`src/rtl/bencode_pkg.sv`:
```
package bencode_pkg;

	localparam int LEN_BITS_DEF   = 32;
	localparam int DEPTH_BITS_DEF = 8;

	localparam logic [7:0] CH_DICT  = 8'h64;
	localparam logic [7:0] CH_LIST  = 8'h6C;
	localparam logic [7:0] CH_INT   = 8'h69;
	localparam logic [7:0] CH_END   = 8'h65;
	localparam logic [7:0] CH_MINUS = 8'h2D;
	localparam logic [7:0] CH_COLON = 8'h3A;
	localparam logic [7:0] CH_ZERO  = 8'h30;
	localparam logic [7:0] CH_NINE  = 8'h39;

	localparam logic [2:0] TOK_DICT  = 3'd0;
	localparam logic [2:0] TOK_LIST  = 3'd1;
	localparam logic [2:0] TOK_INT   = 3'd2;
	localparam logic [2:0] TOK_BYTE  = 3'd3;
	localparam logic [2:0] TOK_EMPTY = 3'd4;
	localparam logic [2:0] TOK_END   = 3'd5;
	localparam logic [2:0] TOK_PERR  = 3'd6;
	localparam logic [2:0] TOK_RERR  = 3'd7;

	typedef enum logic [1:0] {
		MODE_IDLE,
		MODE_INT,
		MODE_LEN,
		MODE_DATA
	} mode_t;

	typedef struct packed {
		logic               emit;
		logic [2:0]         token_kind;
		logic signed [63:0] int_value;
		logic [7:0]         data_byte;
		logic               string_last;
		logic [31:0]        string_length;
		logic [7:0]         nest_depth;
		logic               value_complete;
	} tok_t;

endpackage

```
`src/rtl/bencode_in_if.sv`:
```
interface bencode_in_if;
	logic       valid;
	logic       ready;
	logic [7:0] byte_value;
	logic       end_of_input;

	modport source (output valid, output byte_value, output end_of_input, input ready);
	modport sink (input valid, input byte_value, input end_of_input, output ready);
endinterface

```
`src/rtl/bencode_out_if.sv`:
```
interface bencode_out_if;
	logic               valid;
	logic               ready;
	logic [2:0]         token_kind;
	logic signed [63:0] int_value;
	logic [7:0]         data_byte;
	logic               string_last;
	logic [31:0]        string_length;
	logic [7:0]         nest_depth;
	logic               value_complete;

	modport source (
		output valid, output token_kind, output int_value, output data_byte,
		output string_last, output string_length, output nest_depth,
		output value_complete, input ready
	);
	modport sink (
		input valid, input token_kind, input int_value, input data_byte,
		input string_last, input string_length, input nest_depth,
		input value_complete, output ready
	);
endinterface

```
`src/rtl/bencode_step.sv`:
```
module bencode_step #(
	parameter int LEN_BITS   = bencode_pkg::LEN_BITS_DEF,
	parameter int DEPTH_BITS = bencode_pkg::DEPTH_BITS_DEF
) (
	input  logic [7:0]            byte_value,
	input  logic                  end_of_input,
	input  bencode_pkg::mode_t    mode_q,
	input  logic [63:0]           acc_q,
	input  logic                  neg_q,
	input  logic [LEN_BITS-1:0]   rem_q,
	input  logic [LEN_BITS-1:0]   decl_q,
	input  logic [DEPTH_BITS-1:0] depth_q,
	output bencode_pkg::mode_t    mode_d,
	output logic [63:0]           acc_d,
	output logic                  neg_d,
	output logic [LEN_BITS-1:0]   rem_d,
	output logic [LEN_BITS-1:0]   decl_d,
	output logic [DEPTH_BITS-1:0] depth_d,
	output bencode_pkg::tok_t     tok
);
	import bencode_pkg::*;

	logic        is_digit, is_d, is_l, is_e, is_i, is_minus, is_colon;
	logic        depth_full, depth_zero, len_big, acc_zero, rem_one;
	logic        perr, rerr;
	logic [63:0] acc_next_digit, digit_val;
	logic [63:0] decl_wide;
	logic [15:0] depth_wide;

	assign is_digit   = (byte_value >= CH_ZERO) && (byte_value <= CH_NINE);
	assign is_d       = byte_value == CH_DICT;
	assign is_l       = byte_value == CH_LIST;
	assign is_e       = byte_value == CH_END;
	assign is_i       = byte_value == CH_INT;
	assign is_minus   = byte_value == CH_MINUS;
	assign is_colon   = byte_value == CH_COLON;
	assign depth_full = &depth_q;
	assign depth_zero = depth_q == '0;
	assign len_big    = (acc_q >> LEN_BITS) != 64'd0;
	assign acc_zero   = acc_q == 64'd0;
	assign rem_one    = rem_q == LEN_BITS'(1);
	assign digit_val  = {60'd0, byte_value[3:0]};
	// x10 as shift-add, then the new digit
	assign acc_next_digit = (acc_q << 3) + (acc_q << 1) + digit_val;

	always_comb begin
		perr = 1'b0;
		rerr = 1'b0;
		if (end_of_input) begin
			rerr = mode_q != MODE_IDLE;
		end else begin
			unique case (mode_q)
				MODE_IDLE: perr = ((is_d || is_l) && depth_full) || (is_e && depth_zero) ||
					!(is_d || is_l || is_e || is_i || is_digit);
				MODE_INT:  perr = !is_e && ((is_minus && neg_q) || (!is_minus && !is_digit));
				MODE_LEN:  perr = (is_colon && len_big) || (!is_colon && !is_digit);
				default:   perr = 1'b0;
			endcase
		end
	end

	// next state
	always_comb begin
		mode_d  = mode_q;
		acc_d   = acc_q;
		neg_d   = neg_q;
		rem_d   = rem_q;
		decl_d  = decl_q;
		depth_d = depth_q;
		if (perr || rerr) begin
			mode_d  = MODE_IDLE;
			acc_d   = '0;
			neg_d   = 1'b0;
			rem_d   = '0;
			decl_d  = '0;
			depth_d = '0;
		end else if (!end_of_input) begin
			unique case (mode_q)
				MODE_IDLE: begin
					if (is_d || is_l) begin
						depth_d = depth_q + DEPTH_BITS'(1);
					end else if (is_e) begin
						depth_d = depth_q - DEPTH_BITS'(1);
					end else if (is_i) begin
						acc_d  = '0;
						neg_d  = 1'b0;
						mode_d = MODE_INT;
					end else begin
						acc_d  = digit_val;
						mode_d = MODE_LEN;
					end
				end
				MODE_INT: begin
					if (is_e) begin
						mode_d = MODE_IDLE;
						acc_d  = '0;
						neg_d  = 1'b0;
					end else if (is_minus) begin
						neg_d = 1'b1;
					end else begin
						acc_d = acc_next_digit;
					end
				end
				MODE_LEN: begin
					if (is_colon) begin
						decl_d = acc_q[LEN_BITS-1:0];
						rem_d  = acc_q[LEN_BITS-1:0];
						acc_d  = '0;
						mode_d = acc_zero ? MODE_IDLE : MODE_DATA;
					end else begin
						acc_d = acc_next_digit;
					end
				end
				MODE_DATA: begin
					rem_d = rem_q - LEN_BITS'(1);
					if (rem_one) begin
						mode_d = MODE_IDLE;
					end
				end
				default: mode_d = MODE_IDLE;
			endcase
		end
	end

	assign decl_wide  = 64'(decl_q);
	assign depth_wide = 16'(depth_d);

	// token
	always_comb begin
		tok                = '0;
		tok.nest_depth     = depth_wide[7:0];
		if (perr) begin
			tok.emit       = 1'b1;
			tok.token_kind = TOK_PERR;
		end else if (rerr) begin
			tok.emit       = 1'b1;
			tok.token_kind = TOK_RERR;
		end else if (!end_of_input) begin
			unique case (mode_q)
				MODE_IDLE: begin
					if (is_d || is_l) begin
						tok.emit       = 1'b1;
						tok.token_kind = is_d ? TOK_DICT : TOK_LIST;
					end else if (is_e) begin
						tok.emit           = 1'b1;
						tok.token_kind     = TOK_END;
						tok.value_complete = depth_d == '0;
					end
				end
				MODE_INT: begin
					if (is_e) begin
						tok.emit           = 1'b1;
						tok.token_kind     = TOK_INT;
						tok.int_value      = neg_q ? -acc_q : acc_q;
						tok.value_complete = depth_zero;
					end
				end
				MODE_LEN: begin
					if (is_colon && acc_zero) begin
						tok.emit           = 1'b1;
						tok.token_kind     = TOK_EMPTY;
						tok.value_complete = depth_zero;
					end
				end
				MODE_DATA: begin
					tok.emit           = 1'b1;
					tok.token_kind     = TOK_BYTE;
					tok.data_byte      = byte_value;
					tok.string_last    = rem_one;
					tok.string_length  = decl_wide[31:0];
					tok.value_complete = rem_one && depth_zero;
				end
				default: tok.emit = 1'b0;
			endcase
		end
	end

endmodule

```
`src/rtl/bencode_token_stream_parser.sv`:
```
// A token appears on the output in the cycle after its byte is transferred.
// Throughput: one byte per cycle while no token is held by tokens.ready low; the output
// register frees as it is taken, so input and output may both move every cycle. Cycle
// time is set by the 64-bit x10 add. Reset (arst_n low, asynchronous): parser idle,
// accumulator, length and depth cleared, no token pending.
module bencode_token_stream_parser #(
	parameter int LEN_BITS   = bencode_pkg::LEN_BITS_DEF,
	parameter int DEPTH_BITS = bencode_pkg::DEPTH_BITS_DEF
) (
	input logic          clk,
	input logic          arst_n,
	bencode_in_if.sink   stream,
	bencode_out_if.source tokens
);
	import bencode_pkg::*;

	mode_t                 mode_q, mode_d;
	logic [63:0]           acc_q, acc_d;
	logic                  neg_q, neg_d;
	logic [LEN_BITS-1:0]   rem_q, rem_d;
	logic [LEN_BITS-1:0]   decl_q, decl_d;
	logic [DEPTH_BITS-1:0] depth_q, depth_d;
	tok_t                  tok;
	tok_t                  token_q;
	logic                  out_valid_q;
	logic                  accept;

	bencode_step #(
		.LEN_BITS   (LEN_BITS),
		.DEPTH_BITS (DEPTH_BITS)
	) u_step (
		.byte_value   (stream.byte_value),
		.end_of_input (stream.end_of_input),
		.mode_q       (mode_q),
		.acc_q        (acc_q),
		.neg_q        (neg_q),
		.rem_q        (rem_q),
		.decl_q       (decl_q),
		.depth_q      (depth_q),
		.mode_d       (mode_d),
		.acc_d        (acc_d),
		.neg_d        (neg_d),
		.rem_d        (rem_d),
		.decl_d       (decl_d),
		.depth_d      (depth_d),
		.tok          (tok)
	);

	assign stream.ready = !out_valid_q || tokens.ready;
	assign accept       = stream.valid && stream.ready;

	always_ff @(posedge clk or negedge arst_n) begin
		if (!arst_n) begin
			mode_q  <= MODE_IDLE;
			acc_q   <= '0;
			neg_q   <= 1'b0;
			rem_q   <= '0;
			decl_q  <= '0;
			depth_q <= '0;
		end else if (accept) begin
			mode_q  <= mode_d;
			acc_q   <= acc_d;
			neg_q   <= neg_d;
			rem_q   <= rem_d;
			decl_q  <= decl_d;
			depth_q <= depth_d;
		end
	end

	always_ff @(posedge clk or negedge arst_n) begin
		if (!arst_n) begin
			out_valid_q <= 1'b0;
		end else if (accept) begin
			out_valid_q <= tok.emit;
		end else if (tokens.ready) begin
			out_valid_q <= 1'b0;
		end
	end

	always_ff @(posedge clk) begin
		if (accept && tok.emit) begin
			token_q <= tok;
		end
	end

	assign tokens.valid          = out_valid_q;
	assign tokens.token_kind     = token_q.token_kind;
	assign tokens.int_value      = token_q.int_value;
	assign tokens.data_byte      = token_q.data_byte;
	assign tokens.string_last    = token_q.string_last;
	assign tokens.string_length  = token_q.string_length;
	assign tokens.nest_depth     = token_q.nest_depth;
	assign tokens.value_complete = token_q.value_complete;

`ifndef SYNTH
	a_data_rem_nonzero: assert property (@(posedge clk) disable iff (!arst_n)
		mode_q == MODE_DATA |-> rem_q != '0)
		else $error("payload mode with no bytes remaining");

	a_err_clears: assert property (@(posedge clk) disable iff (!arst_n)
		accept && tok.emit && (tok.token_kind == TOK_PERR || tok.token_kind == TOK_RERR)
		|=> mode_q == MODE_IDLE && depth_q == '0 && acc_q == '0)
		else $error("state not cleared after error");

	a_complete_at_top: assert property (@(posedge clk) disable iff (!arst_n)
		accept && tok.emit && tok.value_complete |=> depth_q == '0)
		else $error("value complete flagged inside a container");
`endif

endmodule

```
`src/flat_wrapper.sv`:
```
// flat-port wrapper written by rule: the top's interface ports become plain ports
module bencode_token_stream_parser_flat import bencode_pkg::*;
#(
	parameter int LEN_BITS   = bencode_pkg::LEN_BITS_DEF,
	parameter int DEPTH_BITS = bencode_pkg::DEPTH_BITS_DEF
)
  (clk, arst_n, stream_valid, stream_byte_value, stream_end_of_input, stream_ready, tokens_valid, tokens_token_kind, tokens_int_value, tokens_data_byte, tokens_string_last, tokens_string_length, tokens_nest_depth, tokens_value_complete, tokens_ready);
  bencode_in_if stream_i ();
  bencode_out_if tokens_i ();
  input logic clk;
  input logic arst_n;
  input wire logic [$bits(stream_i.valid)-1:0] stream_valid;
  input wire logic [$bits(stream_i.byte_value)-1:0] stream_byte_value;
  input wire logic [$bits(stream_i.end_of_input)-1:0] stream_end_of_input;
  output wire logic [$bits(stream_i.ready)-1:0] stream_ready;
  output wire logic [$bits(tokens_i.valid)-1:0] tokens_valid;
  output wire logic [$bits(tokens_i.token_kind)-1:0] tokens_token_kind;
  output wire logic [$bits(tokens_i.int_value)-1:0] tokens_int_value;
  output wire logic [$bits(tokens_i.data_byte)-1:0] tokens_data_byte;
  output wire logic [$bits(tokens_i.string_last)-1:0] tokens_string_last;
  output wire logic [$bits(tokens_i.string_length)-1:0] tokens_string_length;
  output wire logic [$bits(tokens_i.nest_depth)-1:0] tokens_nest_depth;
  output wire logic [$bits(tokens_i.value_complete)-1:0] tokens_value_complete;
  input wire logic [$bits(tokens_i.ready)-1:0] tokens_ready;
  assign stream_i.valid = stream_valid;
  assign stream_i.byte_value = stream_byte_value;
  assign stream_i.end_of_input = stream_end_of_input;
  assign stream_ready = stream_i.ready;
  assign tokens_valid = tokens_i.valid;
  assign tokens_token_kind = tokens_i.token_kind;
  assign tokens_int_value = tokens_i.int_value;
  assign tokens_data_byte = tokens_i.data_byte;
  assign tokens_string_last = tokens_i.string_last;
  assign tokens_string_length = tokens_i.string_length;
  assign tokens_nest_depth = tokens_i.nest_depth;
  assign tokens_value_complete = tokens_i.value_complete;
  assign tokens_i.ready = tokens_ready;
  bencode_token_stream_parser #(.LEN_BITS(LEN_BITS), .DEPTH_BITS(DEPTH_BITS)) u_core (.clk(clk), .arst_n(arst_n), .stream(stream_i), .tokens(tokens_i));
endmodule
```
`config.mk`:
```
export PLATFORM = sky130hd
export DESIGN_NAME = bencode_token_stream_parser_flat
export DESIGN_NICKNAME = d
export VERILOG_FILES = /design/src/rtl/bencode_pkg.sv /design/src/rtl/bencode_in_if.sv /design/src/rtl/bencode_out_if.sv /design/src/rtl/bencode_step.sv /design/src/rtl/bencode_token_stream_parser.sv /design/src/flat_wrapper.sv
export SDC_FILE = /design/constraint.sdc
export NUM_CORES = 1
export LEC_CHECK = 0
export ABC_CLOCK_PERIOD_IN_PS = 14100
export BUFFER_PORTS_ARGS = -buffer_cell sky130_fd_sc_hd__buf_2
export CAP_MARGIN = 5
export CORE_MARGIN = 2
export CORE_UTILIZATION = 65
export DETAILED_ROUTE_END_ITERATION = 10
export PLACE_DENSITY_LB_ADDON = 0.3
export RECOVER_POWER = 100
export SYNTH_ARGS = -nofsm -noshare
export SYNTH_HDL_FRONTEND = slang
export SYNTH_SLANG_ARGS = --single-unit
export TNS_END_PERCENT = 100
```
`constraint.sdc`:
```
create_clock -name clk -period 14.1 [get_ports clk]
set_clock_uncertainty 0.05 [all_clocks]
set_input_delay 2.115 -clock clk [delete_from_list [all_inputs] [get_ports clk]]
set_output_delay 2.115 -clock clk [all_outputs]
set_load 0.03 [all_outputs]
```
==> impl_metrics.ini <==
[status]
status = complete, but fails checks
violations = capacitance limit, slew limit

[route]
ant_nets = 0
wl_um = 43400
dr.first_iter.drc_count = 1361
routedWlPerCell_um = 19.89
first_pass_iters = 6
drc = 0
num_vias = 14159
vias_per_cell = 6.489

[cts]
path_clk_slew_ps = 60
cts_tree = built
worstSkewPairLatency_ps = 550
cts-root-buf = clkbuf_16
clockBufferDepth = 3
postCtsSetupBuffers = 0
clock-sinks = 257
cts_resized = 0
h-tree-depth = 1
cts_buffers = 27
postCtsHoldBufs = 0

[finish]
drive_gt1_share_pct = 4.052
nNetsFinal = 1978
synthToLayoutAreaGrowth_pct = 9.259
fin_cells = 2182

[placement]
place_inst = 2131
hpwl_um = 30290
port_buffers = 131
routabilityCongestion = 0.9459

[critical_path]
arrival_ps = 8400
critPathRequiredTime_ps = 13790
r2r_slack_ps = 6250
worstSetupEndpointType = register
worst-setup-path-type = input port to register
cp-start-kind = input port
cp_max_fo = 73

[sta]
relSlewSlack_pct = -189.2
period_share_pct = 61.75
hold_viol = 0
rsz0062_at_grt = false
worstMarginPinSlew_ps = 4338
finalSetupViolations = 0
setup_tns_ps = 0
period_minus_slack_ps = 8707
fmax_ghz = 0.1149
maxSlewViolCount = 534

[synth]
synth_top_area_share_pct = 21.10
synth_warnings = 0
netlist_instances = 1743
ys_types = 79
synth_edf_count = 117
yosysMostFrequentCell = nand2_1
syn_avg_cell_area_sq_um = 9.552
synth_commonest_cells = 171 x nand2_1, 170 x nor2_1, 140 x dfrtp_1
synthTopCellsByArea = edfxtp_1 21%, dfrtp_1 21%, ha_1 9.9%
seq_area_frac_synth_pct = 42.15
ys_async_sr_fraction_pct = 54.47
syn_area_sq_um = 16650
ys_ff_latch = 257
syn_nets = 1890
ys.flop_type = dfrtp_1
yosys.area.top_type = edfxtp_1

[power_and_ir_drop]
power_density_nw_per_um2 = 149.1
ir_worst_vdd_uv = 102.0
p_total_w = 0.002712
leakage_nw = 7.962

[floorplanning]
core.rowCount = 58
core-area_sq_um = 25180
die_h_um = 164.0
io_pins = 132
start_util_pct = 66.11
design.die.area_sq_um = 26910
fp.dieW_um = 164.0

[global_route]
grt_most_used_layer = met2
grt_use_met2_pct = 53.51
gr-total-overflow = 0
antenna_found_initial = 1
grt_pass1_vias = 13498
grt_pass1_wl_um = 69030
grt_max_degree = 84
grtUsageMet3_pct = 4.419
track_usage_pct = 31.98
use_met1_pct = 43.54

[job]
maxCapViolCount = 9

[hold_path]
hp-class = register to register
## registers in the layout (all words and copies together) (netlist names)
register,count
u_core.tokens.string_length,32
u_core.tokens.data_byte,8
u_core.tokens.nest_depth,8
u_core.tokens.string_last,1
u_core.mode_q,2
u_core.tokens.value_complete,1
u_core.tokens.int_value,64
u_core.tokens.token_kind,3
u_core.acc_q,64
u_core.rem_q,32
u_core.depth_q,8
u_core.neg_q,1
u_core.tokens.valid,1
u_core.decl_q,32
## worst paths after layout
path | endpoint | cells past startpoint | startpoint
setup reg to reg | u_core.tokens.int_value[23] | 11 | u_core.acc_q[12]
setup / recovery | u_core.tokens.int_value[23] | 10 | stream_byte_value[7]
max in group asynchronous | u_core.decl_q[16] | 2 | arst_n
hold reg to reg | u_core.decl_q[31] | 2 | u_core.decl_q[31]
min in group asynchronous | u_core.acc_q[46] | 1 | arst_n
hold / removal | u_core.decl_q[31] | 2 | u_core.decl_q[31]
## critical path, cell delays in order
cell	delay, ps
clkbuf_1	100
or3b_1	570
a2111oi_0	950
o221ai_1	250
a32oi_1	270
a21oi_1	100
nor2_1	400
a21o_1	210
clkinvlp_2	1580
clkbuf_1	1780
## cell families (layout without fill, tap and decap cells)
logic type / after synthesis / after routing / share of synthesized area [%]
xor gates and xnor gates: 135 / 135 / 7.102
muxes: 2 / 2 / 0.1278
and+or+nand+nor: 585 / 585 / 16.71
adders and majority gates: 134 / 134 / 10.16
AOI/OAI and AO/OA: 502 / 502 / 20.53
other: 0 / 1 / 0
buffers and inverters: 128 / 236 / 3.217
DFF: 257 / 257 / 42.15
## area by class of cell
cell class | instances | area, sq um
Inverter | 45 | 170.2
Multi-Input combinational cell | 1358 | 9077
Clock inverter | 18 | 255.2
Antenna cell | 1 | 2.502
Timing Repair Buffer | 142 | 553.0
Tap cell | 330 | 412.9
Sequential cell | 257 | 7018
Fill cell | 1886 | 6992
Clock buffer | 31 | 700.7
## power breakdown
group	internal (W)	switching, W
combinational	0.000229	0.000662
clock	0.000467	0.000304
sequential	0.000949	0.000102
total	0.00164	0.00107
## metal layers
layer | up-vias | part of all wire [%]
li1 | 6603 | -
met1 | 6832 | 41
met2 | 630 | 48
met3 | 94 | 7.9
met4 | 0 | 2.8
met5 | - | 0
## metrics by stage
stage	cell area [sq um]	worst slack, ps	util, %	hold slack (ps)
after CTS	18420	8223	73.14	427.0
after global placement	17460	7954	69.35	404.5
after detailed placement	17460	7714	69.35	413.0
final	18190	5393	72.23	424.0
after global routing	18190	4554	72.23	447.5
after floorplan	16650	7707	-	390.2
## placed cells by master, fill, tap and decap left out, types with 18 or more instances in the layout
cell type and n:
nand3_1 47, a21o_1 37, xnor2_1 51, o31ai_1 32
nor3_1 32, and2_1 18, nand4_1 20, and2_0 27
clkbuf_1 135, a22o_1 61, o21ai_0 136, dfrtp_1 139
clkbuf_16 27, nand2_1 171, nor2_1 170, or3_1 18
inv_1 43, ha_1 132, xor2_1 84, edfxtp_1 117
a21oi_1 110
No activity file was read; power rests on OpenSTA's default activity.
